### config.mk
export PLATFORM = sky130hd
export DESIGN_NAME = gb5_kernel
export DESIGN_NICKNAME = d
export VERILOG_FILES = /design/src/rtl/gb5_pkg.sv /design/src/rtl/gb5_kernel.sv
export SDC_FILE = /design/constraint.sdc
export NUM_CORES = 2
export LEC_CHECK = 0
export ABC_CLOCK_PERIOD_IN_PS = 8400
export BUFFER_PORTS_ARGS = -buffer_cell sky130_fd_sc_hd__buf_2
export CAP_MARGIN = 15
export CORE_ASPECT_RATIO = 1.2
export CORE_MARGIN = 2
export CORE_UTILIZATION = 59
export DETAILED_ROUTE_END_ITERATION = 7
export PLACE_DENSITY = 0.83
export SLEW_MARGIN = 20
export SYNTH_ARGS = -nofsm -noshare
export SYNTH_HDL_FRONTEND = slang
export SYNTH_SLANG_ARGS = --single-unit
### constraint.sdc
create_clock -name clk -period 8.4 [get_ports clk]
set_input_delay 0.42 -clock clk [delete_from_list [all_inputs] [get_ports clk]]
set_output_delay 0.42 -clock clk [all_outputs]
set_load 0.05 [all_outputs]
### src/rtl/gb5_pkg.sv
// shared types and constants for the 5x5 gaussian blur rgb stream block
// no dependencies; imported by every module under rtl
package gb5_pkg;

	// field widths
	localparam int PIX_W   = 8;
	localparam int COORD_W = 13;
	localparam int DIM_W   = 14;

	// frame size limits
	localparam int MAX_WIDTH  = 8192;
	localparam int MAX_HEIGHT = 8192;
	localparam int MIN_DIM    = 5;

	// register reset values
	localparam logic [DIM_W-1:0] WIDTH_RESET  = DIM_W'(7680);
	localparam logic [DIM_W-1:0] HEIGHT_RESET = DIM_W'(4320);

	// line store geometry
	localparam int LINE_DEPTH = MAX_WIDTH;
	localparam int LINE_AW    = $clog2(LINE_DEPTH);
	localparam int LINE_TAPS  = 4;

	// window geometry
	localparam int WIN      = 5;
	localparam int WIN_LAST = WIN - 1;
	localparam int WIN_HALF = WIN / 2;

	// kernel weights grouped by symmetry class, and the divide by 273
	localparam int SUM_W  = 17;
	localparam int PROD_W = 34;
	localparam logic [SUM_W-1:0] K_CORNER = SUM_W'(1);
	localparam logic [SUM_W-1:0] K_EDGE   = SUM_W'(4);
	localparam logic [SUM_W-1:0] K_AXIS   = SUM_W'(7);
	localparam logic [SUM_W-1:0] K_INNER  = SUM_W'(16);
	localparam logic [SUM_W-1:0] K_CROSS  = SUM_W'(26);
	localparam logic [SUM_W-1:0] K_CENTER = SUM_W'(41);
	// floor(x / 273) == (x * 122911) >> 25 for every x up to 123817,
	// which covers the largest weighted sum 255 * 273
	localparam logic [SUM_W-1:0] DIV_RECIP = SUM_W'(122911);
	localparam int DIV_SHIFT = 25;

	// output buffer
	localparam int FIFO_DEPTH = 16;
	localparam int FIFO_AW    = $clog2(FIFO_DEPTH);

	// configuration register indexes
	typedef enum logic [0:0] {
		REG_FRAME_WIDTH  = 1'b0,
		REG_FRAME_HEIGHT = 1'b1
	} reg_index_t;

	typedef struct packed {
		logic [PIX_W-1:0] blue;
		logic [PIX_W-1:0] green;
		logic [PIX_W-1:0] red;
	} rgb_t;

	// one window column, row 0 is the oldest line
	typedef rgb_t [WIN-1:0] column_t;
	// whole window, column 0 is the oldest column
	typedef column_t [WIN-1:0] window_t;
	// line store taps, tap 0 is the newest stored line
	typedef rgb_t [LINE_TAPS-1:0] taps_t;

	typedef struct packed {
		logic [COORD_W-1:0] column;
		logic [COORD_W-1:0] row;
		logic               done;
	} meta_t;

	typedef struct packed {
		logic [PIX_W-1:0]   red;
		logic [PIX_W-1:0]   green;
		logic [PIX_W-1:0]   blue;
		logic [COORD_W-1:0] column;
		logic [COORD_W-1:0] row;
		logic               done;
	} result_t;

endpackage

### src/rtl/gb5_kernel.sv
// weighted 5x5 sum per channel and divide by 273, three pipeline stages
// depends on gb5_pkg
module gb5_kernel
	import gb5_pkg::*;
(
	input  logic    clk,
	input  logic    arst_n,
	input  logic    in_valid,
	input  window_t win,
	input  meta_t   in_meta,
	output logic    out_valid,
	output result_t out_res
);

	typedef logic [WIN-1:0][WIN-1:0][PIX_W-1:0] plane_t;

	typedef struct packed {
		logic [9:0]       a;
		logic [10:0]      b;
		logic [9:0]       c;
		logic [9:0]       d;
		logic [9:0]       e;
		logic [PIX_W-1:0] f;
	} fold_t;

	// group pixels that share a weight, p[column][row]
	function automatic fold_t fold(input plane_t p);
		fold_t r;
		r.a = 10'(p[0][0]) + 10'(p[0][4]) + 10'(p[4][0]) + 10'(p[4][4]);
		r.b = 11'(p[0][1]) + 11'(p[0][3]) + 11'(p[4][1]) + 11'(p[4][3])
		    + 11'(p[1][0]) + 11'(p[1][4]) + 11'(p[3][0]) + 11'(p[3][4]);
		r.c = 10'(p[0][2]) + 10'(p[4][2]) + 10'(p[2][0]) + 10'(p[2][4]);
		r.d = 10'(p[1][1]) + 10'(p[1][3]) + 10'(p[3][1]) + 10'(p[3][3]);
		r.e = 10'(p[1][2]) + 10'(p[3][2]) + 10'(p[2][1]) + 10'(p[2][3]);
		r.f = p[2][2];
		return r;
	endfunction

	plane_t           plane [3];
	fold_t            fold_s3 [3];
	logic [SUM_W-1:0] sum_s4 [3];
	logic [PROD_W-1:0] prod_s5 [3];
	meta_t            meta_s3, meta_s4, meta_s5;
	logic             valid_s3, valid_s4, valid_s5;

	// split the window into channel planes
	always_comb begin
		for (int c = 0; c < WIN; c++) begin
			for (int r = 0; r < WIN; r++) begin
				plane[0][c][r] = win[c][r].red;
				plane[1][c][r] = win[c][r].green;
				plane[2][c][r] = win[c][r].blue;
			end
		end
	end

	// valid pipe
	always_ff @(posedge clk or negedge arst_n) begin
		if (!arst_n) begin
			valid_s3 <= 1'b0;
			valid_s4 <= 1'b0;
			valid_s5 <= 1'b0;
		end else begin
			valid_s3 <= in_valid;
			valid_s4 <= valid_s3;
			valid_s5 <= valid_s4;
		end
	end

	// fold, weight, multiply by reciprocal
	always_ff @(posedge clk) begin
		meta_s3 <= in_meta;
		meta_s4 <= meta_s3;
		meta_s5 <= meta_s4;
		for (int ch = 0; ch < 3; ch++) begin
			fold_s3[ch] <= fold(plane[ch]);
			sum_s4[ch]  <= SUM_W'(fold_s3[ch].a) * K_CORNER
			             + SUM_W'(fold_s3[ch].b) * K_EDGE
			             + SUM_W'(fold_s3[ch].c) * K_AXIS
			             + SUM_W'(fold_s3[ch].d) * K_INNER
			             + SUM_W'(fold_s3[ch].e) * K_CROSS
			             + SUM_W'(fold_s3[ch].f) * K_CENTER;
			prod_s5[ch] <= PROD_W'(sum_s4[ch]) * PROD_W'(DIV_RECIP);
		end
	end

	// quotient is the shifted product
	always_comb begin
		out_res.red    = prod_s5[0][DIV_SHIFT +: PIX_W];
		out_res.green  = prod_s5[1][DIV_SHIFT +: PIX_W];
		out_res.blue   = prod_s5[2][DIV_SHIFT +: PIX_W];
		out_res.column = meta_s5.column;
		out_res.row    = meta_s5.row;
		out_res.done   = meta_s5.done;
	end

	assign out_valid = valid_s5;

endmodule

Yosys cells after proc, flatten, opt, wreduce, memory -nomap -nowiden
Memories as Yosys holds them, arrays and structs flattened. Cells that the tools add are included. Widths: inputs -> output; s select.

Add/sub/neg operators: 72. $mul: 12.

Operators by type and width (count): $add 9x8->10 (15); $add 8x8->9 (15); $add 11x8->11 (12); $add 10x8->10 (12); $mul 17x17->34 const B (3); $add 16x15->17 (3); $add 17x14->17 (3); $add 15x14->16 (3); $add 14x13->15 (3); $add 10x13->14 (3); $mul 10x4->14 const B (3); $mul 8x6->14 const B (3); $mul 10x3->13 const B (3); $add 10x8->11 (3).

Register bits after elaboration: 84. RAM bits: 330. Input port bits: 630. Output and inout port bits: 52. Logic and storage cells: 99. Memories kept: 3.

Memories: fold_s3 (words 3, width 59, rd ports 3, clocked after Yosys merged registers in 0, wr ports 3, RTL line gb5_kernel.sv:40) `fold_t fold_s3 [3];`; prod_s5 (words 3, width 34, rd ports 3, clocked after Yosys merged registers in 0, wr ports 3, RTL line gb5_kernel.sv:42) `logic [PROD_W-1:0] prod_s5 [3];`; sum_s4 (words 3, width 17, rd ports 3, clocked after Yosys merged registers in 0, wr ports 3, RTL line gb5_kernel.sv:41) `logic [SUM_W-1:0] sum_s4 [3];`.

Depth between registers and ports, before layout
Word-level depth: 7. Depth in mapped cells: 28.

Worst setup path before layout
No wires, ideal clock.

Path kind: reg-to-reg. Start: mem fold_s3[0][127] in the netlist's numbering. End: mem sum_s4[2][16] (netlist: sum_s4[0][50]). Setup time: 72 ps. Arrival time: 6136 ps. Required time: 8328 ps. Path slack: 2192 ps. Cell stages (with the launch flop): 26. Path buffers: 0. Cell sequence: dfxtp_1 > ha_1 > fa_1 > inv_1 > fa_1 > nor2b_1 > o21ai_0 > a21boi_0 > nor2_1 > fa_1 > inv_1 > fa_1 > inv_1 > fa_1 > inv_1 > fa_1 > fa_1 > inv_1 > ha_1 > a211oi_1 > o21a_1 > o21a_1 > o21ai_0 > a31o_2 > a21oi_1 > xnor2_1.

RTL lines (RTL line): start: declaration (gb5_kernel.sv:40); end: declaration (gb5_kernel.sv:41).

==> metrics <==
top_reg_cell synth dfxtp_1; Die Area 72000 sq um; # rows 106; worst-margin pin slew 648 ps; crit-path max FO 3; Buf/Inv on CP 5; sequential cell area fraction in the yosys report 0.164; #FFs+latches synth 336; ys async rst share 0.00893; GRT Overall Usage 0.258; Post-synth EDFFs 0; unrepaired setup endpoints after global routing no; clock slew at reported path FFs 60 ps; clk_lat worst skew 560 ps; Die Ht 294 um; Worst slew margin 0.557; Synthesized Nets 5984; post-synthesis xor/xnor area fraction 0.0395; largest net degree at the start of global routing 14; Synth Instances 3842; endpoints failing setup 0; Placer Congestion 0.949; maximum root-to-sink buffer count 3; setup total negative slack 0 ps; max_cap viols 0; initial antenna violation count 9; DR vias 27800; H-tree levels 2; crit end category register; CP Launch Type register; first-pass GRT wire length 147 mm; Synth Area in Simple Gates 0.0245; Hold Vio Cnt, Final 0; proportion of synthesized area in mux cells 0.000729; Placement Cell Area 45800 sq um; Syn Area/Cell 10.7 sq um; crit path kind register to register; I/O pin total 682; crit-path max cell delay 520 ps; Pre-antenna DRT Iters 5; TritonCTS Buffers 40; final period utilization 0.802; top-area cell type share of the netlist area 0.376; clock skew 14.3 ps; vias in the first global route 31200; fin crit period 6740 ps; TritonCTS clock tree built; top cells by area, synth fa_1 38%, ha_1 22%, dfxtp_1 16%, inv_1 11%, xnor2_1 2.8%; fraction of layout instances using a drive strength above 1 0.164; CTS Sinks 336; Placement Setup Slack 1750 ps; CTS root buf clkbuf_16; Cell variety after synth 54; CP max stage cell fa_1; final wirelength 89.4 mm; CP top delay family adder cells; post-cts resize count 0; outcome finished clean; grt ovf 0; Layout area overhead 15.6%; DRT antenna net count 0; hold crit path type input pin to register; post-DR wirelength/cell 16.0 um; DIE WIDTH 245 um; Data required, critical path 8880 ps; cell mode on critical path fa_1; Max Freq 148 MHz; Residual DRC 0; Final Max Tran Viols 0; dominant cell type by area after synthesis fa_1; initial drt markers 788; critical path arrival 7220 ps; flop2flop setup slack 1660 ps; setup ws final 1660 ps; Synth Area in Adders 0.600; fin util 0.687; dpl hpwl 79.4 mm; Syn. warnings 0; Nets 6760; Core Area 69400 sq um; main combinational cell family by area after synthesis adder cells; Compound-Gate Fraction of Synth Area 0.0650; Post-Synthesis Cell Area 41200 sq um; fin area 47700 sq um; Vias per Instance 5.00; PortBufs 681; Initial Utilization 0.594
layout by cell type, fill, tap and decap left out, types with 8 or more instances in the layout:
| cell | netlist | layout |
|---|---|---|
| a211oi_1 | 8 | 8 |
| a21o_1 | 82 | 82 |
| a21oi_1 | 159 | 159 |
| a31oi_1 | 8 | 8 |
| and3_1 | 8 | 8 |
| buf_2 | 0 | 681 |
| clkbuf_16 | 0 | 41 |
| dfxtp_1 | 333 | 333 |
| dlygate4sd3_1 | 0 | 53 |
| fa_1 | 774 | 774 |
| ha_1 | 738 | 738 |
| inv_1 | 1172 | 1172 |
| nand2_1 | 39 | 39 |
| nand2b_1 | 10 | 10 |
| nand3_1 | 14 | 14 |
| nand4_1 | 8 | 8 |
| nor2_1 | 61 | 61 |
| nor2b_1 | 10 | 10 |
| nor3_1 | 25 | 25 |
| o21a_1 | 14 | 14 |
| o21ai_0 | 77 | 77 |
| o21bai_1 | 43 | 43 |
| xnor2_1 | 133 | 133 |
| xor2_1 | 53 | 53 |
kinds of logic after synthesis:
family                   count (synthesis)
AO/OA/AOI/OAI                          428
XOR/XNOR                               186
adder cells (fa/ha/maj)               1512
buffers and inverters                 1172
flip-flops                             336
multiplexers                             3
AND/OR/NAND/NOR                        205
synth_stat cells (all sizes together) (7+ instances only):
master and number:
o21a 14, a211oi 9, o21bai 44, a21oi 159
nand2b 10, ha 738, and3 8, nor2b 10
o21ai 77, xnor2 133, nand2 39, inv 1172
or3 7, a31oi 8, nor3 25, nand3 14
nand4 8, a21o 83, fa 774, xor2 53
dfxtp 333, nor2 61
area by class of cell:
cell class / count / area (sq um)
multi-input combinational: 2334 / 30100
timing repair buffer: 734 / 3940
sequential: 336 / 6740
fill: 5023 / 21700
inverter: 1172 / 4400
tap: 918 / 1150
clock inverter: 17 / 198
clock buffer: 54 / 1140
antenna: 6 / 15.0
metrics by stage:
| stage | hold WS [ps] | instances |
|---|---|---|
| floorplan | 124 | 3842 |
| global placement | 212 | 5441 |
| detailed placement | 219 | 5441 |
| CTS | 44.6 | 5565 |
| global route | 65.9 | 5569 |
| finish | 85.5 | 5571 |
final timing paths:
| check | start | endpoint | cells after the start |
|---|---|---|---|
| max | fold_s3[0][127] | sum_s4[0][50] | 25 |
| min in group asynchronous | arst_n | out_valid | 2 |
| max reg2reg | fold_s3[0][127] | sum_s4[0][50] | 25 |
| min | win[592] | fold_s3[0][167] | 2 |
| min reg2reg | meta_s4[0] | out_res[0] | 0 |
| max in group asynchronous | arst_n | valid_s4 | 2 |
registers in the layout, indices dropped and copies added (netlist names):
name,count
valid_s3,1
meta_s3,27
prod_s5,24
sum_s4,51
out_valid,1
meta_s4,27
out_res,27
fold_s3,177
valid_s4,1
timing repair:
action,4_1_cts,5_1_grt
endpoints found under the hold margin,55,0
hold buffers,53,0
buffers inserted,0,0
routing by layer:
metal  vias up  global-route usage  routed length [um]
met3       199              0.0422                3950
met1     13700               0.296               34300
li1      13300                   -                   -
met2       636               0.478               47800
met4         6              0.0953                3290
met5         -                   0                  38
Power is not shown: default switching activity piles up to over one toggle a cycle in this logic, so the estimate is an artifact.
