<file path="config.mk">
export PLATFORM = sky130hd
export DESIGN_NAME = gb5_cell
export DESIGN_NICKNAME = d
export VERILOG_FILES = /design/src/rtl/gb5_pkg.sv /design/src/rtl/gb5_cell.sv
export SDC_FILE = /design/constraint.sdc
export NUM_CORES = 1
export LEC_CHECK = 0
export BUFFER_PORTS_ARGS = -buffer_cell sky130_fd_sc_hd__buf_2
export CAP_MARGIN = 20
export CORE_MARGIN = 3
export CORE_UTILIZATION = 33
export DETAILED_ROUTE_END_ITERATION = 8
export PLACE_DENSITY = 0.66
export SLEW_MARGIN = 0
export SYNTH_ARGS = -nofsm -noshare
export SYNTH_HDL_FRONTEND = slang
export SYNTH_SLANG_ARGS = --single-unit
</file>
<file path="constraint.sdc">
create_clock -name clk -period 0.8 [get_ports clk]
set_input_delay 0.04 -clock clk [delete_from_list [all_inputs] [get_ports clk]]
set_output_delay 0.04 -clock clk [all_outputs]
set_load 0.02 [all_outputs]
</file>
<file path="src/rtl/gb5_pkg.sv">
// shared types and constants for the 5x5 gaussian blur rgb stream block
// no dependencies; imported by every module under rtl
package gb5_pkg;

	// field widths
	localparam int PIX_W   = 8;
	localparam int COORD_W = 13;
	localparam int DIM_W   = 14;

	// frame size limits
	localparam int MAX_WIDTH  = 8192;
	localparam int MAX_HEIGHT = 8192;
	localparam int MIN_DIM    = 5;

	// register reset values
	localparam logic [DIM_W-1:0] WIDTH_RESET  = DIM_W'(7680);
	localparam logic [DIM_W-1:0] HEIGHT_RESET = DIM_W'(4320);

	// line store geometry
	localparam int LINE_DEPTH = MAX_WIDTH;
	localparam int LINE_AW    = $clog2(LINE_DEPTH);
	localparam int LINE_TAPS  = 4;

	// window geometry
	localparam int WIN      = 5;
	localparam int WIN_LAST = WIN - 1;
	localparam int WIN_HALF = WIN / 2;

	// kernel weights grouped by symmetry class, and the divide by 273
	localparam int SUM_W  = 17;
	localparam int PROD_W = 34;
	localparam logic [SUM_W-1:0] K_CORNER = SUM_W'(1);
	localparam logic [SUM_W-1:0] K_EDGE   = SUM_W'(4);
	localparam logic [SUM_W-1:0] K_AXIS   = SUM_W'(7);
	localparam logic [SUM_W-1:0] K_INNER  = SUM_W'(16);
	localparam logic [SUM_W-1:0] K_CROSS  = SUM_W'(26);
	localparam logic [SUM_W-1:0] K_CENTER = SUM_W'(41);
	// floor(x / 273) == (x * 122911) >> 25 for every x up to 123817,
	// which covers the largest weighted sum 255 * 273
	localparam logic [SUM_W-1:0] DIV_RECIP = SUM_W'(122911);
	localparam int DIV_SHIFT = 25;

	// output buffer
	localparam int FIFO_DEPTH = 16;
	localparam int FIFO_AW    = $clog2(FIFO_DEPTH);

	// configuration register indexes
	typedef enum logic [0:0] {
		REG_FRAME_WIDTH  = 1'b0,
		REG_FRAME_HEIGHT = 1'b1
	} reg_index_t;

	typedef struct packed {
		logic [PIX_W-1:0] blue;
		logic [PIX_W-1:0] green;
		logic [PIX_W-1:0] red;
	} rgb_t;

	// one window column, row 0 is the oldest line
	typedef rgb_t [WIN-1:0] column_t;
	// whole window, column 0 is the oldest column
	typedef column_t [WIN-1:0] window_t;
	// line store taps, tap 0 is the newest stored line
	typedef rgb_t [LINE_TAPS-1:0] taps_t;

	typedef struct packed {
		logic [COORD_W-1:0] column;
		logic [COORD_W-1:0] row;
		logic               done;
	} meta_t;

	typedef struct packed {
		logic [PIX_W-1:0]   red;
		logic [PIX_W-1:0]   green;
		logic [PIX_W-1:0]   blue;
		logic [COORD_W-1:0] column;
		logic [COORD_W-1:0] row;
		logic               done;
	} result_t;

endpackage

</file>
<file path="src/rtl/gb5_cell.sv">
// one window column cell: holds five vertical pixels, loads from its neighbor
// depends on gb5_pkg
module gb5_cell
	import gb5_pkg::*;
(
	input  logic    clk,
	input  logic    en,
	input  column_t d,
	output column_t q
);

	column_t col_q;

	// shift in the neighbor column on each accepted word
	always_ff @(posedge clk) begin
		if (en) begin
			col_q <= d;
		end
	end

	assign q = col_q;

endmodule

</file>
==> results of run 1 <==
[per-stage QoR]
stage	util, %	worst slack, ns	setup TNS [ns]	cells	area, µm²
floorplan	-	0.3105	0	120	3603
detailed placement	48.29	-0.02201	-0.8746	503	5052
global placement	48.29	-0.01324	-0.4889	503	5052
[synth_stat cells (all sizes together)]
cell / instances / share of area (%)
edfxtp: 120 / 100
[cell families after synthesis]
kind of cell / Yosys count
flops: 120
==> results.sh, run 1 <==
export IMPL_seq_area_frac_synth_pct=100.0
export IMPL_clock_tree_htree_level_count=4
export IMPL_count_of_distinct_cell_types_in_the_synthesized_netlist=1
export IMPL_synth_area_um2=3603
export IMPL_die_x_um=110.5
export IMPL_start_util_pct=34.44
export IMPL_rows=37
export IMPL_syn_mean_instance_area_um2=30.03
export IMPL_post_cts_setup_buffers=0
export IMPL_post_cts_hold_buffer_count=108
export IMPL_syn_num_nets=242
export IMPL_synthesis_instances=120
export IMPL_synth_simple_gate_area_share_pct=0
export IMPL_cts_buffers_inserted=17
export IMPL_synth_compound_area_share_pct=0
export IMPL_place_port_buffers=241
export IMPL_ctsLongestPathBuffers=2
export IMPL_synth_seq_cells=120
export IMPL_muxShareOfSynthArea_pct=0
export IMPL_io_pins=242
export IMPL_ys_warn_count=0
export IMPL_detailedPlacementHpwl_um=6128
export IMPL_gp_congestion=0.7887
export IMPL_synth_xor_area_share_pct=0
export IMPL_flow_first_error="[ERROR RSZ-0060] Max buffer count reached."
export IMPL_clock_sinks=120
export IMPL_synth_adder_area_share_pct=0
export IMPL_lastStage="clock tree synthesis (4_1_cts)"
export IMPL_postCtsResizedCells=68
export IMPL_status="aborted with a tool error"
export IMPL_cts_root_buffer_cell="clkbuf_8"
export IMPL_floorplan_die_height_um=110.5
==> inputs of run 2 (changes only) <==
--- a/config.mk
+++ b/config.mk
@@ -8,9 +8,9 @@
 export BUFFER_PORTS_ARGS = -buffer_cell sky130_fd_sc_hd__buf_2
 export CAP_MARGIN = 20
 export CORE_MARGIN = 3
-export CORE_UTILIZATION = 33
+export CORE_UTILIZATION = 20
 export DETAILED_ROUTE_END_ITERATION = 8
-export PLACE_DENSITY = 0.66
+export PLACE_DENSITY_LB_ADDON = 0.15
 export SLEW_MARGIN = 0
 export SYNTH_ARGS = -nofsm -noshare
 export SYNTH_HDL_FRONTEND = slang
==> results.sh, run 2 <==
export IMPL_status="finished with violations"
export IMPL_violated_checks="setup timing"
export IMPL_finish_net_count=628
export IMPL_cp_data_arrival_time_ns=0.98
export IMPL_largest_register_ffs=120
export IMPL_synth_seq_cells=120
export IMPL_leading_cell_type_in_the_layout_fill_and_taps_excluded="buf_2"
export IMPL_pin_slew_with_the_least_headroom_to_its_limit_ns=0.2359
export IMPL_final_setup_worst_slack_ns=-0.2197
export IMPL_clock_tree_htree_level_count=4
export IMPL_io_pins=242
export IMPL_hold_path_cell_count=2
export IMPL_max_freq_ghz=0.9807
export IMPL_timing_critical_path_fanout_max=1
export IMPL_grt_setup_unrepaired="yes"
export IMPL_synth_cells_most_frequent="120 x edfxtp_1"
export IMPL_power_density_nw_per_um2=2329
export IMPL_layout_comb_gates_multi_input=0
export IMPL_final_setup_vio_count=120
export IMPL_rows=48
export IMPL_place_port_buffers=241
export IMPL_holdCritStartpoint="en"
export IMPL_count_of_distinct_cell_types_in_the_synthesized_netlist=1
export IMPL_clock_sinks=120
export IMPL_layout_drive_gt1_share_pct=52.99
export IMPL_overflow=0
export IMPL_report_final_hold_viol_count=0
export IMPL_worst_path_max_delay_cell="edfxtp_1"
export IMPL_n_fill_cell=1584
export IMPL_antenna_violating_nets_post_route=0
export IMPL_tritoncts="yes"
export IMPL_finalMaxSlewViolations=0
export IMPL_most_frequent_cells_in_the_layout="145 x buf_2, 120 x dlygate4sd3_1, 120 x edfxtp_1, 95 x buf_6, 17 x clkbuf_16"
export IMPL_start_util_pct=20.62
export IMPL_synth_largest_area_cell="edfxtp_1"
export IMPL_dp_cells=592
export IMPL_post_route_fraction_of_the_period_consumed_by_the_critical_path_pct=127.5
export IMPL_area_growth_pct=108.7
export IMPL_crit_path_max_incr_delay_ns=0.42
export IMPL_final_cell_count_no_fill=744
export IMPL_power_switching_fraction_pct=23.55
export IMPL_cts_root_buffer_cell="clkbuf_16"
export IMPL_critPathKind="reg2out"
export IMPL_synth_ff_type="edfxtp_1"
export IMPL_timing_critical_path_max_delay_family="flip-flops"
export IMPL_share_comb_of_total_power_pct=14.2
export IMPL_multi_input_gate_area_in_the_final_layout_um2=0
export IMPL_max_slew_margin_pct=84.27
export IMPL_timing_critical_path_buf_inv=1
export IMPL_synthesis_instances=120
export IMPL_vias_per_cell=3.587
export IMPL_path_cells="buf_6"
export IMPL_cts_buffers_inserted=17
export IMPL_post_route_drc_count=0
export IMPL_min_delay_path_class="in2reg"
export IMPL_p_int_mw=13.39
export IMPL_worstPathRequired_ns=0.76
export IMPL_route_vias_total=2669
export IMPL_groute_usage_overall_pct=11.06
export IMPL_initial_antenna_violation_count=0
export IMPL_routed_wl_um=10870
export IMPL_first_global_vias=3037
export IMPL_critPathLaunchType="register"
export IMPL_post_drt_wl_per_cell_um=14.61
export IMPL_wire_length_of_the_first_global_routing_pass_um=16350
export IMPL_hold_path_end="q[118]"
export IMPL_total_leakage_power_nw=3.136
export IMPL_grt_max_degree=43
export IMPL_max_cap_viol_count=0
export IMPL_net_switching_power_mw=4.125
export IMPL_detailedPlacementHpwl_um=7282
export IMPL_netlist_top_cells_area="edfxtp_1 100%"
export IMPL_floorplan_die_area_um2=19660
export IMPL_synth_area_um2=3603
export IMPL_ys_warn_count=0
export IMPL_p_clk_share_pct=41.9
export IMPL_most_instantiated_library_cell_after_synthesis="edfxtp_1"
export IMPL_seq_area_frac_synth_pct=100.0
export IMPL_tns_ns=-20.84
export IMPL_dr_first_iter_drc_count=92
export IMPL_synth_edf_count=120
export IMPL_power_share_sequential_pct=43.9
export IMPL_syn_num_nets=242
export IMPL_finalWorstPathRequiredPeriod_ns=1.020
export IMPL_path_clk_slew_ns=0.06
export IMPL_gp_congestion=0.7064
export IMPL_post_synth_top_area_fraction_pct=100.0
export IMPL_total_iterations_of_the_first_detailed_routing_run=4
export IMPL_synth_async_sr_flop_share_pct=0
export IMPL_ctsLongestPathBuffers=2
export IMPL_die_x_um=140.2
export IMPL_floorplan_die_height_um=140.2
export IMPL_fp_coreArea_um2=17480
export IMPL_antenna_cells=0
export IMPL_maximum_vdd_drop_mv=1.330
export IMPL_syn_mean_instance_area_um2=30.03
export IMPL_crit_path_end_kind="output pin"
-- run 2: cell counts after synthesis --
Identical to the previous run, type by type.
-- run 2: worst max path at each step --
stage                     start    end  depth (start not counted)
after global placement       en  q[75]                          2
after global routing      q[78]  q[78]                          1
final                     q[78]  q[78]                          1
after floorplan            q[0]   q[0]                          0
after CTS                 q[78]  q[78]                          1
after detailed placement     en  q[90]                          2
-- run 2: layout make-up --
type,count,area (µm²),area share (%)
clock buffers,18,429.2,5.706
clock inverters,14,132.6,1.763
flip-flops and latches,120,3603,47.91
well taps,225,281.5,3.743
repair buffers,367,3074,40.88
-- run 2: metrics by stage --
stage	setup WS (ns)	cell area (µm²)	total power [mW]	util, %	hold WS, ns
CTS	-0.2540	7258	17.55	41.53	0.1237
global placement	0.003654	5164	9.338	29.55	0.2166
floorplan	0.3105	3603	8.392	-	0.1389
global route	-0.2686	7521	18.29	43.03	0.1348
finish	-0.2197	7521	17.52	43.03	0.1309
detailed placement	-0.01518	5164	9.337	29.55	0.2181
-- run 2: repair_timing --
| item | CTS | global route |
|---|---|---|
| hold buffers | 120 | 0 |
| resized for setup | 106 | 84 |
| setup buffers | 0 | 0 |
| endpoints found under the hold margin | 120 | 0 |
| setup endpoints to repair | 120 | 120 |
-- run 2: layer usage --
layer	wire length (µm)	share of wire, %	GRT usage, %
met1	4070	37	11.77
met2	5512	51	18.40
met3	1075	9.9	5.565
met4	210	1.9	4.997
met5	0	0	0
-- run 2: cell families after synthesis --
kind of cell	Yosys count	synth area share (%)
flops	120	100.0
-- run 2: power groups by stage --
stage          logic, mW  registers [mW]  clock network [mW]
3_5_place_dp        1.62            7.72                   0
4_1_cts             2.33            7.65                7.58
5_1_grt             2.62            7.74                7.93
6_report            2.49            7.69                7.33
2_1_floorplan          0            8.39                   0
3_3_place_gp        1.62            7.72                   0
(Power assumes the default switching activity.)
==> inputs of run 3 (changes only) <==
--- a/config.mk
+++ b/config.mk
@@ -7,7 +7,7 @@
 export LEC_CHECK = 0
 export BUFFER_PORTS_ARGS = -buffer_cell sky130_fd_sc_hd__buf_2
 export CAP_MARGIN = 20
-export CORE_MARGIN = 3
+export CORE_MARGIN = 2
 export CORE_UTILIZATION = 20
 export DETAILED_ROUTE_END_ITERATION = 8
 export PLACE_DENSITY_LB_ADDON = 0.15
==> constraint.sdc (replaced) <==
create_clock -name clk -period 0.9 [get_ports clk]
set_input_delay 0.045 -clock clk [delete_from_list [all_inputs] [get_ports clk]]
set_output_delay 0.045 -clock clk [all_outputs]
set_load 0.02 [all_outputs]
==> results.sh, run 3 (synthesized netlist as in run 2, its figures left out) <==
export IMPL_status="finished with violations"
export IMPL_violated_checks="setup timing"
export IMPL_total_iterations_of_the_first_detailed_routing_run=2
export IMPL_tritoncts="yes"
export IMPL_hold_path_cell_count=2
export IMPL_dr_first_iter_drc_count=67
export IMPL_finalPower_mw=15.68
export IMPL_n_fill_cell=1659
export IMPL_most_frequent_cells_in_the_layout="157 x buf_2, 121 x dlygate4sd3_1, 120 x edfxtp_1, 83 x buf_6, 17 x clkbuf_16"
export IMPL_worstPathRequired_ns=0.85
export IMPL_grt_use_met3_pct=4.953
export IMPL_finish_net_count=629
export IMPL_crit_path_max_incr_delay_ns=0.40
export IMPL_gp_congestion=0.7552
export IMPL_clock_tree_htree_level_count=4
export IMPL_min_delay_path_class="in2reg"
export IMPL_first_global_vias=2860
export IMPL_antenna_violating_nets_post_route=0
export IMPL_pin_slew_with_the_least_headroom_to_its_limit_ns=0.2321
export IMPL_floorplan_die_height_um=138.2
export IMPL_timing_critical_path_fanout_max=1
export IMPL_worst_path_max_delay_cell="edfxtp_1"
export IMPL_detailedPlacementHpwl_um=6083
export IMPL_max_cap_viol_count=0
export IMPL_clock_sinks=120
export IMPL_layout_drive_gt1_share_pct=53.08
export IMPL_ctsLongestPathBuffers=2
export IMPL_grt_max_degree=43
export IMPL_routed_wl_um=9494
export IMPL_start_util_pct=20.20
export IMPL_floorplan_die_area_um2=19110
export IMPL_max_slew_margin_pct=84.53
export IMPL_cp_data_arrival_time_ns=0.95
export IMPL_final_setup_worst_slack_ns=-0.09585
export IMPL_groute_usage_overall_pct=9.983
export IMPL_finalMaxSlewViolations=0
export IMPL_route_vias_total=2642
export IMPL_vias_per_cell=3.527
export IMPL_maximum_vdd_drop_mv=1.186
export IMPL_post_cts_setup_buffers=0
export IMPL_final_setup_vio_count=120
export IMPL_timing_critical_path_buf_inv=1
export IMPL_place_port_buffers=241
export IMPL_leading_cell_type_in_the_layout_fill_and_taps_excluded="buf_2"
export IMPL_cts_root_buffer_cell="clkbuf_16"
export IMPL_antenna_cells=0
export IMPL_critPathLaunchType="register"
export IMPL_crit_path_end_kind="output pin"
export IMPL_finalWorstPathRequiredPeriod_ns=0.9958
export IMPL_timing_critical_path_max_delay_family="flip-flops"
export IMPL_grt_setup_unrepaired="yes"
export IMPL_layout_comb_gates_multi_input=0
export IMPL_largest_register_ffs=120
export IMPL_io_pins=242
export IMPL_holdCritStartpoint="en"
export IMPL_initial_antenna_violation_count=0
export IMPL_total_leakage_power_nw=3.123
export IMPL_report_final_hold_viol_count=0
export IMPL_max_freq_ghz=1.004
export IMPL_post_route_fraction_of_the_period_consumed_by_the_critical_path_pct=110.6
export IMPL_die_x_um=138.2
export IMPL_path_cells="buf_6"
export IMPL_power_density_nw_per_um2=2094
export IMPL_fp_coreArea_um2=17840
export IMPL_critPathKind="reg2out"
export IMPL_final_cell_count_no_fill=749
export IMPL_hold_path_end="q[108]"
export IMPL_post_route_drc_count=0
export IMPL_multi_input_gate_area_in_the_final_layout_um2=0
export IMPL_cts_buffers_inserted=17
export IMPL_use_met1_pct=11.35
export IMPL_post_drt_wl_per_cell_um=12.68
export IMPL_busiest_layer="met2"
export IMPL_overflow=0
export IMPL_dp_cells=596
export IMPL_place_ws_ns=0.04162
export IMPL_rows=49
export IMPL_path_clk_slew_ns=0.05
export IMPL_area_growth_pct=107.7
export IMPL_globalRouteMet2Util_pct=15.76
export IMPL_wire_length_of_the_first_global_routing_pass_um=14620
## run 3: through the flow
stage          hold slack, ns  utilization (%)  TNS (ns)  area [µm²]
2_1_floorplan          0.1439                -         0        3603
3_3_place_gp           0.2211            28.97         0        5169
3_5_place_dp           0.2231            28.97         0        5169
4_1_cts               0.08692            40.10    -11.84        7154
5_1_grt               0.08507            41.96    -14.51        7486
6_report              0.09945            41.96    -8.298        7486
## run 3: cell type report
type                    instances  area (µm²)  share of cell area [%]
clock inverters                12       150.1                   2.006
well taps                     229       286.5                   3.828
flip-flops and latches        120        3603                   48.14
repair buffers                368        3009                   40.20
clock buffers                  20       436.7                   5.833
## run 3: timing repair
item,CTS,global route
hold endpoints to repair,122,0
endpoints found under the setup margin,120,120
hold buffers,121,0
gates resized for setup,60,106
## run 3: worst max-delay path by stage
stage	from	depth (start not counted)	slack, ns	end
after floorplan	q[0]	0	0.41	q[0]
after global placement	en	2	0.05	q[96]
after detailed placement	en	2	0.04	q[96]
after CTS	q[39]	1	-0.13	q[39]
after global routing	q[39]	1	-0.16	q[39]
final	q[39]	1	-0.1	q[39]
## run 3: per-layer routing
| metal | share of wire (%) | up-vias |
|---|---|---|
| li1 | - | 1270 |
| met1 | 40 | 1211 |
| met2 | 49 | 146 |
| met3 | 8.6 | 15 |
| met4 | 1.9 | 0 |
| met5 | 0 | - |
## run 3: report_power, final
| part | internal (mW) | leakage, nW | switching [mW] |
|---|---|---|---|
| Sequential | 6.66 | 1.17 | 0.168 |
| Combinational | 1.17 | 1.67 | 0.971 |
| Clock | 4.35 | 0.281 | 2.37 |
| Total | 12.2 | 3.12 | 3.51 |
